==> src/rtl/core/mavg_pkg.sv <==
`timescale 1ns / 1ps
package mavg_pkg;

   // Fixed field widths
   localparam int SAMPLE_BITS = 24;
   localparam int AVG_BITS    = 24;
   localparam int CSR_W       = 5;
   localparam int SUM_W       = SAMPLE_BITS + CSR_W;
   localparam int DIV_CNT_W   = $clog2(SUM_W);

   // Sample value that marks an empty slot
   localparam logic [SAMPLE_BITS-1:0] EMPTY_MARK = SAMPLE_BITS'(16'hFFFF);

   typedef enum logic {
      OP_ADD   = 1'b0,
      OP_CLEAR = 1'b1
   } opcode_type;

   typedef struct packed {
      opcode_type                    opcode;
      logic signed [SAMPLE_BITS-1:0] sample;
   } req_item_type;

   typedef struct packed {
      logic signed [AVG_BITS-1:0] average;
      logic                       cannot_compute;
   } rsp_item_type;

   typedef enum logic [2:0] {
      ST_IDLE,
      ST_STORE,
      ST_SCAN,
      ST_DRAIN,
      ST_DIV_LOAD,
      ST_DIVIDE,
      ST_FINISH
   } state_type;

   // Controller to datapath
   typedef struct packed {
      logic capture;
      logic clear;
      logic store;
      logic scan_init;
      logic scan_read;
      logic div_init;
      logic div_step;
      logic load_out;
   } cmd_type;

   // Datapath to controller
   typedef struct packed {
      logic scan_last;
      logic div_last;
      logic out_busy;
   } status_type;

endpackage

==> src/rtl/core/moving_average_with_empty_slots_top.sv <==
`timescale 1ns / 1ps
// Moving average over a ring of MAX_WINDOW slots with empty-slot tracking. An add item
// stores its sample at the write index and returns one result: the truncated mean of
// the occupied slots among the first window_length slots, or zero with cannot_compute
// set when none is occupied; a sample of 65535 is stored but counts as empty. A clear
// item empties every slot and returns nothing. Writing csr_wdata sets the window
// (clamped to 1..MAX_WINDOW) and rewinds the write index; write it only while idle.
// An add item occupies the block from acceptance until its result is loaded into the
// result register: the slots are read one a cycle through the single read port of
// the slot memory, and the divider yields one quotient bit a cycle over the 29-bit
// sum. The result register lets a new item enter while the last result waits to be
// taken.
module moving_average_with_empty_slots_top #(
   parameter int MAX_WINDOW = 16
) (
   input  logic                         clock,
   input  logic                         reset,
   input  logic                         req_valid,
   output logic                         req_ready,
   input  mavg_pkg::req_item_type       req_item,
   output logic                         rsp_valid,
   input  logic                         rsp_ready,
   output mavg_pkg::rsp_item_type       rsp_item,
   input  logic                         csr_we,
   input  logic [mavg_pkg::CSR_W-1:0]   csr_wdata
);
   import mavg_pkg::*;

   cmd_type    cmd;
   status_type status;

   mavg_ctrl u_ctrl (
      .clock      (clock),
      .reset      (reset),
      .req_valid  (req_valid),
      .req_opcode (req_item.opcode),
      .req_ready  (req_ready),
      .status     (status),
      .cmd        (cmd)
   );

   mavg_datapath #(
      .MAX_WINDOW (MAX_WINDOW)
   ) u_datapath (
      .clock     (clock),
      .reset     (reset),
      .csr_we    (csr_we),
      .csr_wdata (csr_wdata),
      .req_item  (req_item),
      .rsp_ready (rsp_ready),
      .rsp_valid (rsp_valid),
      .rsp_item  (rsp_item),
      .cmd       (cmd),
      .status    (status)
   );

endmodule

==> src/rtl/core/mavg_ctrl.sv <==
`timescale 1ns / 1ps
module mavg_ctrl (
   input  logic                   clock,
   input  logic                   reset,
   input  logic                   req_valid,
   input  mavg_pkg::opcode_type   req_opcode,
   output logic                   req_ready,
   input  mavg_pkg::status_type   status,
   output mavg_pkg::cmd_type      cmd
);
   import mavg_pkg::*;

   state_type state_ff;
   state_type state_in;
   logic      accept;

   assign accept = req_valid && req_ready;

   // Next state
   always_comb begin
      state_in = state_ff;
      case (state_ff)
         ST_IDLE: begin
            if (accept && req_opcode == OP_ADD) state_in = ST_STORE;
         end
         ST_STORE: state_in = ST_SCAN;
         ST_SCAN: begin
            if (status.scan_last) state_in = ST_DRAIN;
         end
         ST_DRAIN: state_in = ST_DIV_LOAD;
         ST_DIV_LOAD: state_in = ST_DIVIDE;
         ST_DIVIDE: begin
            if (status.div_last) state_in = ST_FINISH;
         end
         ST_FINISH: begin
            if (!status.out_busy) state_in = ST_IDLE;
         end
         default: state_in = ST_IDLE;
      endcase
   end

   // Commands
   always_comb begin
      req_ready = 1'b0;
      cmd       = '0;
      case (state_ff)
         ST_IDLE: begin
            req_ready   = 1'b1;
            cmd.capture = req_valid && req_opcode == OP_ADD;
            cmd.clear   = req_valid && req_opcode == OP_CLEAR;
         end
         ST_STORE: begin
            cmd.store     = 1'b1;
            cmd.scan_init = 1'b1;
         end
         ST_SCAN: cmd.scan_read = 1'b1;
         ST_DRAIN: cmd = '0;
         ST_DIV_LOAD: cmd.div_init = 1'b1;
         ST_DIVIDE: cmd.div_step = 1'b1;
         ST_FINISH: cmd.load_out = !status.out_busy;
         default: cmd = '0;
      endcase
   end

   always_ff @(posedge clock) begin
      if (reset) begin
         state_ff <= ST_IDLE;
      end else begin
         state_ff <= state_in;
      end
   end

endmodule

==> src/rtl/core/mavg_datapath.sv <==
`timescale 1ns / 1ps
module mavg_datapath #(
   parameter int MAX_WINDOW = 16
) (
   input  logic                         clock,
   input  logic                         reset,
   input  logic                         csr_we,
   input  logic [mavg_pkg::CSR_W-1:0]   csr_wdata,
   input  mavg_pkg::req_item_type       req_item,
   input  logic                         rsp_ready,
   output logic                         rsp_valid,
   output mavg_pkg::rsp_item_type       rsp_item,
   input  mavg_pkg::cmd_type            cmd,
   output mavg_pkg::status_type         status
);
   import mavg_pkg::*;

   localparam int IDX_W   = (MAX_WINDOW > 1) ? $clog2(MAX_WINDOW) : 1;
   localparam int CMP_W   = (IDX_W + 1 > CSR_W) ? IDX_W + 1 : CSR_W;
   localparam int WIN_RST = (MAX_WINDOW < 16) ? MAX_WINDOW : 16;

   logic [CSR_W-1:0]       window_ff, window_in;
   logic [IDX_W-1:0]       wr_idx_ff, wr_idx_in;
   logic [IDX_W-1:0]       wr_eff;
   logic [CMP_W-1:0]       wr_next;
   logic [CMP_W-1:0]       csr_cmp;
   req_item_type           item_ff, item_in;
   logic [SAMPLE_BITS-1:0] slot_mem [MAX_WINDOW];
   logic [MAX_WINDOW-1:0]  valid_ff, valid_in;
   logic [IDX_W-1:0]       scan_idx_ff, scan_idx_in;
   logic [SAMPLE_BITS-1:0] rd_data_ff;
   logic                   rd_valid_ff;
   logic                   rd_live_ff, rd_live_in;
   logic [SUM_W-1:0]       acc_ff, acc_in;
   logic [CSR_W-1:0]       cnt_ff, cnt_in;
   logic [SUM_W-1:0]       quo_ff, quo_in;
   logic [CSR_W:0]         rem_ff, rem_in;
   logic [CSR_W:0]         rem_shift;
   logic                   neg_ff, neg_in;
   logic [DIV_CNT_W-1:0]   div_cnt_ff, div_cnt_in;
   logic [SUM_W-1:0]       quo_signed;
   logic                   rsp_valid_ff, rsp_valid_in;
   rsp_item_type           rsp_item_ff, rsp_item_in;

   // Clamp the window write to 1..MAX_WINDOW
   always_comb begin
      csr_cmp   = CMP_W'(csr_wdata);
      window_in = window_ff;
      if (csr_we) begin
         if (csr_wdata == '0) begin
            window_in = CSR_W'(1);
         end else if (csr_cmp > CMP_W'(MAX_WINDOW)) begin
            window_in = CSR_W'(MAX_WINDOW);
         end else begin
            window_in = csr_wdata;
         end
      end
   end

   // Write index: fold back into the window, advance with wrap
   always_comb begin
      wr_eff    = (CMP_W'(wr_idx_ff) >= CMP_W'(window_ff)) ? '0 : wr_idx_ff;
      wr_next   = CMP_W'(wr_eff) + CMP_W'(1);
      wr_idx_in = wr_idx_ff;
      if (csr_we) begin
         wr_idx_in = '0;
      end else if (cmd.store) begin
         wr_idx_in = (wr_next == CMP_W'(window_ff)) ? '0 : IDX_W'(wr_next);
      end
   end

   // Hold the accepted item
   assign item_in = cmd.capture ? req_item : item_ff;

   // Slot occupancy: clear empties every slot, store fills one
   always_comb begin
      valid_in = valid_ff;
      if (cmd.clear) begin
         valid_in = '0;
      end else if (cmd.store) begin
         valid_in[wr_eff] = 1'b1;
      end
   end

   // Slot memory: one write port, one registered read port
   always_ff @(posedge clock) begin
      if (cmd.store) begin
         slot_mem[wr_eff] <= item_ff.sample;
      end
   end

   always_ff @(posedge clock) begin
      rd_data_ff  <= slot_mem[scan_idx_ff];
      rd_valid_ff <= valid_ff[scan_idx_ff];
   end

   // Scan the window and accumulate occupied slots
   always_comb begin
      scan_idx_in = scan_idx_ff;
      acc_in      = acc_ff;
      cnt_in      = cnt_ff;
      rd_live_in  = cmd.scan_read;
      if (cmd.scan_init) begin
         scan_idx_in = '0;
         acc_in      = '0;
         cnt_in      = '0;
      end else begin
         if (cmd.scan_read) scan_idx_in = scan_idx_ff + IDX_W'(1);
         if (rd_live_ff && rd_valid_ff && rd_data_ff != EMPTY_MARK) begin
            acc_in = acc_ff + {{CSR_W{rd_data_ff[SAMPLE_BITS-1]}}, rd_data_ff};
            cnt_in = cnt_ff + CSR_W'(1);
         end
      end
   end

   // Restoring divide of |sum| by the count, one quotient bit a cycle
   always_comb begin
      rem_shift  = {rem_ff[CSR_W-1:0], quo_ff[SUM_W-1]};
      quo_in     = quo_ff;
      rem_in     = rem_ff;
      neg_in     = neg_ff;
      div_cnt_in = div_cnt_ff;
      if (cmd.div_init) begin
         neg_in     = acc_ff[SUM_W-1];
         quo_in     = acc_ff[SUM_W-1] ? (~acc_ff + SUM_W'(1)) : acc_ff;
         rem_in     = '0;
         div_cnt_in = DIV_CNT_W'(SUM_W - 1);
      end else if (cmd.div_step) begin
         div_cnt_in = div_cnt_ff - DIV_CNT_W'(1);
         if (rem_shift >= {1'b0, cnt_ff}) begin
            rem_in = rem_shift - {1'b0, cnt_ff};
            quo_in = {quo_ff[SUM_W-2:0], 1'b1};
         end else begin
            rem_in = rem_shift;
            quo_in = {quo_ff[SUM_W-2:0], 1'b0};
         end
      end
   end

   // Result register: restore sign, flag an empty window
   always_comb begin
      quo_signed   = neg_ff ? (~quo_ff + SUM_W'(1)) : quo_ff;
      rsp_item_in  = rsp_item_ff;
      rsp_valid_in = rsp_valid_ff;
      if (cmd.load_out) begin
         rsp_valid_in               = 1'b1;
         rsp_item_in.cannot_compute = (cnt_ff == '0);
         rsp_item_in.average        = (cnt_ff == '0) ? '0 : quo_signed[AVG_BITS-1:0];
      end else if (rsp_ready) begin
         rsp_valid_in = 1'b0;
      end
   end

   assign status.scan_last = (CMP_W'(scan_idx_ff) + CMP_W'(1)) == CMP_W'(window_ff);
   assign status.div_last  = (div_cnt_ff == '0);
   assign status.out_busy  = rsp_valid_ff && !rsp_ready;

   assign rsp_valid = rsp_valid_ff;
   assign rsp_item  = rsp_item_ff;

   // Control registers
   always_ff @(posedge clock) begin
      if (reset) begin
         window_ff    <= CSR_W'(WIN_RST);
         wr_idx_ff    <= '0;
         valid_ff     <= '0;
         rd_live_ff   <= 1'b0;
         rsp_valid_ff <= 1'b0;
      end else begin
         window_ff    <= window_in;
         wr_idx_ff    <= wr_idx_in;
         valid_ff     <= valid_in;
         rd_live_ff   <= rd_live_in;
         rsp_valid_ff <= rsp_valid_in;
      end
   end

   // Payload registers
   always_ff @(posedge clock) begin
      item_ff     <= item_in;
      scan_idx_ff <= scan_idx_in;
      acc_ff      <= acc_in;
      cnt_ff      <= cnt_in;
      quo_ff      <= quo_in;
      rem_ff      <= rem_in;
      neg_ff      <= neg_in;
      div_cnt_ff  <= div_cnt_in;
      rsp_item_ff <= rsp_item_in;
   end

endmodule

==> config.mk <==
export PLATFORM = sky130hd
export DESIGN_NAME = moving_average_with_empty_slots_top
export DESIGN_NICKNAME = d
export VERILOG_FILES = /design/src/rtl/core/mavg_pkg.sv /design/src/rtl/core/moving_average_with_empty_slots_top.sv /design/src/rtl/core/mavg_ctrl.sv /design/src/rtl/core/mavg_datapath.sv
export SDC_FILE = /design/constraint.sdc
export NUM_CORES = 1
export LEC_CHECK = 0
export ABC_CLOCK_PERIOD_IN_PS = 5900
export BUFFER_PORTS_ARGS = -buffer_cell sky130_fd_sc_hd__buf_2
export CELL_PAD_IN_SITES_DETAIL_PLACEMENT = 1
export CELL_PAD_IN_SITES_GLOBAL_PLACEMENT = 2
export CORE_UTILIZATION = 46
export CTS_CLUSTER_DIAMETER = 60
export DETAILED_ROUTE_END_ITERATION = 8
export PLACE_DENSITY_LB_ADDON = 0.1
export REMOVE_ABC_BUFFERS = 1
export SYNTH_ARGS = -nofsm -noshare
export SYNTH_HDL_FRONTEND = slang
export SYNTH_SLANG_ARGS = --single-unit
==> constraint.sdc <==
create_clock -name clock -period 5.9 [get_ports clock]
set_clock_uncertainty 0.15 [all_clocks]
set_input_delay 1.18 -clock clock [delete_from_list [all_inputs] [get_ports clock]]
set_output_delay 1.18 -clock clock [all_outputs]
set_load 0.05 [all_outputs]
== Word-level counts from Yosys, hierarchy flattened ==
Memory sizes are Yosys's and may differ from the RTL's. A register that Yosys moved wholly into a read port is not among the register bits.
Cells that the tools add are included.

* RAM bits: 384
* Input port bits: 35
* Memories: 1
* Flip-flop bits (word level): 158

* Eq/ne operators: 13
* Mux-type cells: 30
* Magnitude comparators: 6
* Reduce and logical (&&, ||, !) cells: 19
* Bitwise gates (word level): 4
* Add/sub/neg operators: 9

{| class="wikitable"
|+ Memories
! name !! depth !! width !! read ports !! clocked after memory_dff !! wr ports !! line !! source
|-
| u_datapath.slot_mem || 16 || 24 || 1 || 1 || 1 || mavg_datapath.sv:28 || <nowiki>logic [SAMPLE_BITS-1:0] slot_mem [MAX_WINDOW];</nowiki>
|}

{| class="wikitable"
|+ Operators by type and width
! operator !! count
|-
| $mux 29 || 3
|-
| $add 29x1->29 const B || 1
|-
| $add 29x29->29 || 1
|-
| $not 29->29 || 1
|-
| $add 24x1->24 const B || 1
|-
| $mux 24 || 1
|-
| $ne 24x16->1 const B || 1
|-
| $not 24->24 || 1
|-
| $pmux 3 s7 || 1
|-
| $or 16x16->16 || 1
|-
| $logic_not 5->1 || 3
|-
| $mux 5 || 3
|-
| $mux 1 || 12
|-
| $mux 3 || 4
|-
| $add 4x1->5 const B || 2
|-
| $eq 5x5->1 || 2
|-
| $lt 4x5->1 const B || 2
|-
| $eq 3x3->1 const B || 3
|-
| $logic_and 1x1->1 || 8
|-
| $mux 4 || 2
|-
| $eq 3x2->1 const B || 2
|-
| $ge 6x5->1 || 1
|-
| $ne 2x2->1 const B || 3
|-
| $add 5x1->5 const B || 1
|-
| 17 further kinds || 21
|}

== Longest topological paths before layout ==
Gate-level depths: netlist (run 1).

* Depth in word-level cells: 7
* Depth in mapped cells: 15
* Mapped depth without buffers: 15

== Hierarchy ==
Synthesis (run 1) repeated with hierarchy kept, for this count alone.

* Cells, all modules: 1521
* Area total of the unflattened synthesis: 24091.9 um2

{| class="wikitable"
|+ Modules (own cells, without submodules)
! module !! area an instance (um2) !! sequential area each (um2) !! cells an instance !! instances
|-
| mavg_datapath || 23849.1 || 15905.3 || 1494 || 1
|-
| mavg_ctrl || 242.7 || 60.1 || 27 || 1
|}

== Worst setup path after synthesis (run 1) ==
OpenSTA, ideal clock, no wires.

* Path kind: flip-flop to flip-flop
* Start point: register u_datapath.wr_idx_ff[0]
* End point: memory u_datapath.slot_mem[11][0] (enable)
* Path buffers: 0
* Clock period less this slack: 5.113 ns
* Cell stages (with the launch flop): 13
* Data arrival time: 4.494 ns
* Path slack: 0.787 ns
* Cell sequence: dfxtp_1 inv_1 ha_1 nand2b_1 a21o_1 a21o_1 a21oi_1 or2_2 nand2_1 inv_1 ha_1 inv_1 nor4_1

* Word-level cells in the longest chain between the ends: 2

{| class="wikitable"
|+ Ends and longest elaborated chain
! element !! line !! source
|-
| start, declared || mavg_datapath.sv:23 || <nowiki>logic [IDX_W-1:0] wr_idx_ff, wr_idx_in;</nowiki>
|-
| start signal, assigned || mavg_datapath.sv:171 || <nowiki>wr_idx_ff <= wr_idx_in;</nowiki>
|-
| $ge 4x5->1 || mavg_datapath.sv:62 || <nowiki>wr_eff = (CMP_W'(wr_idx_ff) >= CMP_W'(window_ff)) ? '0 : wr_idx_ff;</nowiki>
|-
| $mux 4 * || mavg_datapath.sv:62 ||
|-
| end, declared || mavg_datapath.sv:28 ||
|}

Mark *: on every way between the ends. The rest lies on a longest branch, timed or not.

== Worst setup path after layout (run 1) ==
* Start point: register u_datapath.acc_ff[0]
* End point: register u_datapath.acc_ff[22]

* Word-level cells in the longest chain between the ends: 1

{| class="wikitable"
|+ Ends and longest elaborated chain
! element !! line !! source
|-
| start, declared || mavg_datapath.sv:34 || <nowiki>logic [SUM_W-1:0] acc_ff, acc_in;</nowiki>
|-
| start signal, assigned || mavg_datapath.sv:182 || <nowiki>acc_ff <= acc_in;</nowiki>
|-
| $add 29x29->29 || mavg_datapath.sv:110 || <nowiki>acc_in = acc_ff + {{CSR_W{rd_data_ff[SAMPLE_BITS-1]}}, rd_data_ff};</nowiki>
|}

No other way between the ends.
A chain may end at the register's enable or synchronous reset.

==> results.cfg, run 1 <==
[outcome]
status = completed

[hold_path]
hold_class = flip-flop to flip-flop

[sta]
finalSetupViolCount = 0
rsz0062_at_grt = false
tns_ns = 0
tightestPinTransition_ns = 1.18
slew_headroom_pct = 19.0
max_freq_ghz = 0.265
min_period_ns = 3.78
hold_violations = 0
slew_viol_final = 0
fin_crit_sh_pct = 64.0

[synthesis]
synth_top_flop_cell = edfxtp_1
synth_largest_area_cell = edfxtp_1
synth_edf_count = 463
synth_seq_cells = 566
syn-cell-area_um2 = 23900
ys_types = 67
post_synth.cell_area_avg_um2 = 15.4
yosysTopAreaCellShare_pct = 58.2
syn-instance-count = 1552
ys_top_cells_by_area = edfxtp_1 (58%), mux4_2 (12%), dfxtp_1 (8.6%), ha_1 (2.5%), xor2_1 (2.1%)
async_flop_share_pct = 0
ys_warn_count = 0
synth_seq_area_share_pct = 66.8

[routing]
dr.pass1.iters = 5
wl_per_cell_um = 22.8
detail_route.drc_violations = 0
totalWireLength_um = 54200
vias = 13463
vias_per_cell = 5.67
drtAntennaViolNets = 0
dr.first_iter.drc_count = 990

[clocking]
clock_latency_ns = 0.59
h-tree-depth = 3
clk_path_buf_depth = 3
clock-sinks = 566
cts_resized = 0
clk_pin_slew_ns = 0.06
cts_made_buffers = 67
clock-root-buffer = clkbuf_16
cts_setup_buffers = 0
cts_tree = done
cts_hold_buffers = 0

[die]
rows = 83
io_pins = 62
die_h_um = 230
die_x_um = 230
coreArea_um2 = 51300
die-area_um2 = 52900
start_util_pct = 46.6

[global_routing]
antenna_found_initial = 1
grt_usage_pct = 21.1
grt_pass1_vias = 14166
grt_first_pass_wirelength_um = 84200
overflow = 0
grt_max_degree = 100

[placed_design]
gp_congestion = 0.800
numPortBuffers = 61
dpl.cell_count = 2252
dp_hpwl_um = 32500

[run]
drv_cap = 0

[pwr]
p_leak_uw = 0.00923
p_switching_uw = 3100
worst_ir_drop_vdd_mv = 0.308
p_seq_share_pct = 43.9
comb_power_share_pct = 19.3
p_int_uw = 8070
pwr-share-clk_pct = 36.8
pwr_density_cell_nw_per_um2 = 410
swShare_pct = 27.8

[worst_setup_path]
worstPathMaxFanout = 5
cp-start-kind = flip-flop
endpoint_kind = flip-flop
crit_arrival_ns = 4.09
critical_path_required_ns = 6.21
worstSetupPathType = flip-flop to flip-flop

[finish]
final_cells = 2375
finalNetCount = 1726
final_common_cell = edfxtp_1
area_growth_pct = 14.2
drive_gt1_share_pct = 20.3
layout_common_cells = edfxtp_1 (463), nand2_1 (125), mux4_2 (125), dfxtp_1 (99), nor2_1 (94)
## flip-flops by register name, summed over array words and instances (netlist names), 16 cells and up
signal,cells
u_datapath.slot_mem,384
u_datapath.acc_ff,29
u_datapath.quo_ff,29
u_datapath.rsp_item,25
u_datapath.item_ff,24
u_datapath.rd_data_ff,24
u_datapath.valid_ff,16
## routing by layer
layer / track usage (%) / wire length, um
met1: 27.9 / 24000
met2: 35.8 / 26800
met3: 3.65 / 2100
met4: 6.25 / 1310
met5: 0 / 0
## critical path, cell delays in order, from the launching register on
cell	delay, ns
dfxtp_1	0.40
ha_1	0.20
inv_1	0.06
fa_1	0.41
nor2b_1	0.19
o2111ai_1	0.19
a2111oi_0	1.04
nor3_1	0.15
o21a_1	0.27
a21oi_1	0.22
nor4b_1	0.10
a211o_1	0.28
## power by group through the flow
| stage | Sequential, uW | Combinational (uW) | Clock (uW) |
|---|---|---|---|
| detailed placement | 5000 | 2200 | 0 |
| CTS | 4910 | 2200 | 4210 |
| global route | 4950 | 2380 | 4340 |
| floorplan | 5010 | 1600 | 0 |
| global placement | 4980 | 2170 | 0 |
| finish | 4910 | 2160 | 4110 |
## final cells by class
class | instances | area, um^2
Sequential cell | 566 | 16000
Tap cell | 680 | 851
Antenna cell | 1 | 2.50
Fill cell | 4865 | 24000
Multi-Input combinational cell | 881 | 7570
Timing Repair Buffer | 90 | 536
Inverter | 35 | 131
Clock inverter | 41 | 448
Clock buffer | 81 | 1770
## synthesized netlist by cell type (11+ instances only)
cell      count
a21o_1       11
a21oi_1      88
and2_1       15
buf_1        16
clkbuf_1     53
dfxtp_1     103
edfxtp_1    463
ha_1         48
inv_1        35
mux4_2      125
nand2_1     125
nand2b_1     11
nand3_1      18
nand4_1      12
nor2_1       95
nor2b_1      12
nor3_1       19
o21ai_0      82
o31ai_1      15
xnor2_1      24
xor2_1       58
## kinds of logic (layout without fill, tap and decap cells)
group	after synthesis	in the layout	share of synthesized area, %
AO/OA/AOI/OAI	261	261	6.66
other	0	1	0
flip-flops	566	566	66.8
AND/OR/NAND/NOR	361	361	7.31
buffers and inverters	105	247	1.65
multiplexers	127	127	11.9
adder cells (fa/ha/maj)	50	50	2.68
XOR/XNOR	82	82	3.01
## path summary, 6_finish.rpt
kind / slack (ns) / startpoint / cells past startpoint / to
worst min register to register: 0.32 / u_datapath.rem_ff[4] / 2 / u_datapath.rem_ff[4]
worst min-delay path: 0.32 / u_datapath.rem_ff[4] / 2 / u_datapath.rem_ff[4]
worst max register to register: 2.12 / u_datapath.acc_ff[0] / 11 / u_datapath.acc_ff[22]
worst max-delay path: 2.12 / u_datapath.acc_ff[0] / 11 / u_datapath.acc_ff[22]
## through the flow
stage | power, uW | worst slack [ns] | hold WS, ns | util, % | area (um^2)
after floorplan | 6610 | 0.0361 | 0.276 | - | 23600
after global placement | 7160 | 2.31 | 0.293 | 48.9 | 25100
after detailed placement | 7190 | 2.20 | 0.309 | 48.9 | 25100
after CTS | 11300 | 2.17 | 0.322 | 53.2 | 27300
after global routing | 11700 | 1.87 | 0.354 | 53.2 | 27300
final | 11200 | 2.12 | 0.317 | 53.2 | 27300
Note: power is estimated with default switching activity, not from simulation.
==> run 2, diff against run 1 <==
--- a/config.mk
+++ b/config.mk
@@ -5,7 +5,7 @@
 export SDC_FILE = /design/constraint.sdc
 export NUM_CORES = 1
 export LEC_CHECK = 0
-export ABC_CLOCK_PERIOD_IN_PS = 5900
+export ABC_CLOCK_PERIOD_IN_PS = 3900
 export BUFFER_PORTS_ARGS = -buffer_cell sky130_fd_sc_hd__buf_2
 export CELL_PAD_IN_SITES_DETAIL_PLACEMENT = 1
 export CELL_PAD_IN_SITES_GLOBAL_PLACEMENT = 2
==> constraint.sdc (replaced) <==
create_clock -name clock -period 3.9 [get_ports clock]
set_clock_uncertainty 0.15 [all_clocks]
set_input_delay 0.78 -clock clock [delete_from_list [all_inputs] [get_ports clock]]
set_output_delay 0.78 -clock clock [all_outputs]
set_load 0.05 [all_outputs]
==> results.cfg, run 2 (synthesized netlist as in run 1, its figures left out) <==
[routing]
drtAntennaViolNets = 0
wl_per_cell_um = 22.7
dr.first_iter.drc_count = 759
detail_route.drc_violations = 0
totalWireLength_um = 54200
vias_per_cell = 5.57
dr.pass1.iters = 5
vias = 13273

[worst_setup_path]
rr_endpoint = u_datapath.wr_idx_ff[1]
crit_arrival_ns = 3.91
worstPathMaxFanout = 7
critical_path_required_ns = 4.22
worst_r2r_path_depth = 15
worstSetupPathType = flip-flop to flip-flop
crit_chain = inv_1, ha_1, nand2b_1, a21o_1, a21o_1, a21oi_1, or2_2, nand2_1, inv_1, ha_2, inv_1, or3_1, a221o_1, a32oi_2, o21ai_0
max_stage_delay_ns = 0.37
reg2reg_slack_ns = 0.31
endpoint_kind = flip-flop
worst_path_most_repeated_cell = inv_1
cp_slowest_cell = dfxtp_1
cp-start-kind = flip-flop
reg2reg_from = u_datapath.wr_idx_ff[0]

[pwr]
worst_ir_drop_vdd_mv = 0.439
swShare_pct = 27.6
pwr-share-clk_pct = 36.3
p_seq_share_pct = 44.0
pwr_density_cell_nw_per_um2 = 616
p_int_uw = 12200
p_switching_uw = 4670
comb_power_share_pct = 19.7
p_leak_uw = 0.00929

[finish]
finalNetCount = 1737
drive_gt1_share_pct = 20.5
layout_common_cells = edfxtp_1 (463), nand2_1 (125), mux4_2 (125), dfxtp_1 (99), nor2_1 (94)
n_fill_cell = 4820
largest_register_ffs = 384
final_common_cell = edfxtp_1
reg_top3 = u_datapath.slot_mem: 384 flops, u_datapath.acc_ff: 29 flops, u_datapath.quo_ff: 29 flops
top_register = u_datapath.slot_mem
area_growth_pct = 14.8
design_area_um2 = 27400

[global_routing]
grt_usage_pct = 21.1
grt_pass1_vias = 14100
grt_max_degree = 54
overflow = 0
antenna_found_initial = 1
grt_first_pass_wirelength_um = 83800

[placed_design]
placed_area_um2 = 25200
gp_congestion = 0.815
numPortBuffers = 61
dp_hpwl_um = 34300

[outcome]
status = completed

[hold_path]
hold_class = primary input to flip-flop
hold_depth = 1
whs_endpoint = u_datapath.item_ff[2]
hold_start = req_item[2]

[sta]
max_freq_ghz = 0.278
tightestPinTransition_ns = 0.973
hold_violations = 0
min_period_ns = 3.59
rsz0062_at_grt = false
whs_ns = 0.216
slew_headroom_pct = 35.1
fin_crit_sh_pct = 92.1
slew_viol_final = 0
finalSetupViolCount = 0

[clocking]
cts_resized = 0
clock_latency_ns = 0.59
clock-sinks = 566
cts_tree = done
cts_setup_buffers = 0
clk_path_buf_depth = 3
clock-root-buffer = clkbuf_16
clk_pin_slew_ns = 0.06
cts_hold_buffers = 0
cts_made_buffers = 66
h-tree-depth = 3

[die]
die_h_um = 230
io_pins = 62
die-area_um2 = 52900
rows = 83
die_x_um = 230
coreArea_um2 = 51300
start_util_pct = 46.6

[run]
drv_cap = 0
## run 2: cell count changes in the layout (fill, tap and decap cells not counted), sizes merged
cell,previous run,this run
bufinv,7,6
buf,90,102
clkinv,26,25
clkbuf,81,84
clkinvlp,3,0
## run 2: cell type report
| type | count | area [um^2] | share of cell area (%) |
|---|---|---|---|
| clock inverter | 36 | 364 | 1.33 |
| clock buffer | 84 | 1820 | 6.65 |
| timing repair buffer | 102 | 688 | 2.51 |
| inverter | 35 | 131 | 0.479 |
| multi-input combinational | 881 | 7580 | 27.7 |
| antenna | 1 | 2.50 | 0.00913 |
| tap | 680 | 851 | 3.10 |
| sequential | 566 | 16000 | 58.3 |
## run 2: metal layers
layer / track usage (%) / wire [um]
met5: 0 / 0
met4: 6.37 / 1050
met3: 3.22 / 1990
met2: 36.2 / 27300
met1: 27.6 / 23900
## run 2: critical path: cells and delay by family (launching register included)
family          cells  cell delay, ns
buf+inv             3            0.37
flops               1            0.37
fa+ha+maj           2            0.56
simple gates        4            0.76
compound gates      6            1.27
## run 2: worst max path at each step
stage                               from                 endpoint  slack, ns  cells after the start
3_5_place_dp     u_datapath.wr_idx_ff[0]  u_datapath.wr_idx_ff[1]       0.16                     15
6_report         u_datapath.wr_idx_ff[0]  u_datapath.wr_idx_ff[1]       0.31                     15
2_1_floorplan  u_datapath.scan_idx_ff[0]       u_ctrl.state_ff[0]      -1.96                      6
3_3_place_gp     u_datapath.wr_idx_ff[0]  u_datapath.wr_idx_ff[1]       0.29                     15
4_1_cts          u_datapath.wr_idx_ff[0]  u_datapath.wr_idx_ff[1]       0.14                     15
5_1_grt          u_datapath.wr_idx_ff[0]  u_datapath.wr_idx_ff[0]       0.03                     15
## run 2: stage by stage
step / power, uW / TNS, ns / setup WS [ns] / utilization (%) / std cells
2_1_floorplan: 10000 / -105.66 / -1.96 / - / 1482
3_3_place_gp: 10900 / 0 / 0.290 / 49.2 / 2264
3_5_place_dp: 10900 / 0 / 0.156 / 49.2 / 2264
4_1_cts: 17100 / 0 / 0.142 / 53.4 / 2384
5_1_grt: 17600 / 0 / 0.0279 / 53.4 / 2384
6_report: 16900 / 0 / 0.309 / 53.4 / 2385
## run 2: power by group through the flow
stage	clock, uW	sequential, uW	combinational [uW]
floorplan	0	7590	2420
global placement	0	7530	3350
detailed placement	0	7560	3390
CTS	6300	7440	3400
global route	6490	7490	3660
finish	6130	7430	3330
==> run 3, diff against run 2 <==
--- a/config.mk
+++ b/config.mk
@@ -13,7 +13,6 @@
 export CTS_CLUSTER_DIAMETER = 60
 export DETAILED_ROUTE_END_ITERATION = 8
 export PLACE_DENSITY_LB_ADDON = 0.1
-export REMOVE_ABC_BUFFERS = 1
 export SYNTH_ARGS = -nofsm -noshare
 export SYNTH_HDL_FRONTEND = slang
 export SYNTH_SLANG_ARGS = --single-unit
==> results.cfg, run 3 (synthesized netlist as in run 1, its figures left out) <==
[synthesis]
synthesis.nets = 1637

[clocking]
cts_resized = 0
clk_path_buf_depth = 3
cts_tree = done
clk_pin_slew_ns = 0.06
h-tree-depth = 2
clock-sinks = 566
cts_setup_buffers = 0
cts_hold_buffers = 0
clock-root-buffer = clkbuf_16
cts_made_buffers = 61
clock_latency_ns = 0.64

[pwr]
p_leak_uw = 0.00916
pwr_density_cell_nw_per_um2 = 598
worst_ir_drop_vdd_mv = 0.506

[finish]
n_fill_cell = 4876
top_register = u_datapath.slot_mem
multiInputGateArea_um2 = 7580
layout_common_cells = edfxtp_1 (463), nand2_1 (125), mux4_2 (125), dfxtp_1 (99), nor2_1 (94)
design_area_um2 = 27200
largest_register_ffs = 384
utilization_pct = 53.0
finalNetCount = 1731
final_common_cell = edfxtp_1
regArea_um2 = 16000
area_growth_pct = 13.7
reg_top3 = u_datapath.slot_mem: 384 flops, u_datapath.acc_ff: 29 flops, u_datapath.quo_ff: 29 flops
drive_gt1_share_pct = 20.3

[routing]
vias = 13396
totalWireLength_um = 54300
dr.first_iter.drc_count = 678
vias_per_cell = 5.63
wl_per_cell_um = 22.9
detail_route.drc_violations = 0
drtAntennaViolNets = 0
dr.pass1.iters = 5

[worst_setup_path]
worstPathMaxFanout = 6
max_stage_delay_ns = 0.38
critical_path_required_ns = 4.25
cp_slowest_cell = dfxtp_1
worst_path_most_repeated_cell = inv_1
cp-start-kind = flip-flop
crit_arrival_ns = 3.97
crit_family = compound AO/OA/AOI/OAI gates
worstSetupPathType = flip-flop to flip-flop
crit_chain = inv_1, ha_1, nand2b_1, a21o_1, a21o_1, a21oi_1, or2_2, nand2_1, inv_1, ha_1, inv_1, or3_1, a221o_1, a32oi_1, o21ai_0
reg2reg_slack_ns = 0.28
path_buf_inv = 3
endpoint_kind = flip-flop

[global_routing]
met3_usage_pct = 3.08
use_met2_pct = 36.8
grt_usage_pct = 21.1
grt-busiest-layer = met2
use_met1_pct = 27.2
overflow = 0
antenna_found_initial = 0
grt_first_pass_wirelength_um = 83700
grt_pass1_vias = 14073
grt_max_degree = 75

[die]
die-area_um2 = 52900
die_x_um = 230
start_util_pct = 46.6
rows = 83
io_pins = 62
die_h_um = 230
coreArea_um2 = 51300

[placed_design]
place_ws_ns = 0.310
gp_congestion = 0.784
numPortBuffers = 61
dp_hpwl_um = 33500
placed_area_um2 = 25200

[sta]
fin_ws_ns = 0.277
whs_ns = 0.161
min_period_ns = 3.62
tightestPinTransition_ns = 1.03
fin_crit_sh_pct = 92.9
slew_headroom_pct = 31.4
finalSetupViolCount = 0
tns_ns = 0
rsz0062_at_grt = false
hold_violations = 0
slew_viol_final = 0
max_freq_ghz = 0.276

[hold_path]
hold_class = primary input to flip-flop

[outcome]
status = completed

[run]
drv_cap = 0
-- run 3: changes by cell type in the layout (fill, tap and decap cells not counted), moves of 2 or more --
cell,before,now
clkinv_8,3,1
clkinv_16,0,2
clkinvlp_4,0,3
clkinv_2,9,13
clkinv_1,13,4
clkbuf_8,2,6
clkbuf_1,12,17
inv_8,0,2
buf_4,35,33
bufinv_16,6,0
clkbuf_16,70,62
-- run 3: cell type report --
type | count | area share (%)
sequential | 566 | 58.8
multi-input combinational | 881 | 27.9
antenna | 1 | 0.00921
timing repair buffer | 101 | 2.55
clock buffer | 85 | 6.25
inverter | 35 | 0.484
tap | 680 | 3.13
clock inverter | 29 | 0.870
-- run 3: worst reg2reg max path, delay by kind of cell, from the launching register on --
family / cells / cell delay [ns]
flip-flops: 1 / 0.38
AO/OA/AOI/OAI: 6 / 1.33
buffers and inverters: 3 / 0.30
AND/OR/NAND/NOR: 4 / 0.75
adder cells (fa/ha/maj): 2 / 0.60
-- run 3: routing by layer --
layer | vias up | wire, um
met3 | 83 | 2160
li1 | 6210 | -
met5 | - | 0
met2 | 243 | 27600
met4 | 0 | 1300
met1 | 6860 | 23300
-- run 3: worst paths after layout --
kind	from	endpoint	cells after the start
max	u_datapath.wr_idx_ff[0]	u_datapath.wr_idx_ff[1]	15
min	req_item[8]	u_datapath.item_ff[8]	1
max reg2reg	u_datapath.wr_idx_ff[0]	u_datapath.wr_idx_ff[1]	15
min reg2reg	u_datapath.valid_ff[2]	u_datapath.valid_ff[2]	2
-- run 3: through the flow --
step / std cells / total power [uW]
floorplan: 1552 / 9840
global placement: 2263 / 10900
detailed placement: 2263 / 10900
CTS: 2377 / 16500
global route: 2377 / 17000
finish: 2378 / 16200
-- run 3: where the power goes --
| part | internal, uW | switching, uW | total [uW] |
|---|---|---|---|
| combinational | 1570 | 1750 | 3320 |
| sequential | 6930 | 517 | 7450 |
| clock | 3070 | 2410 | 5480 |
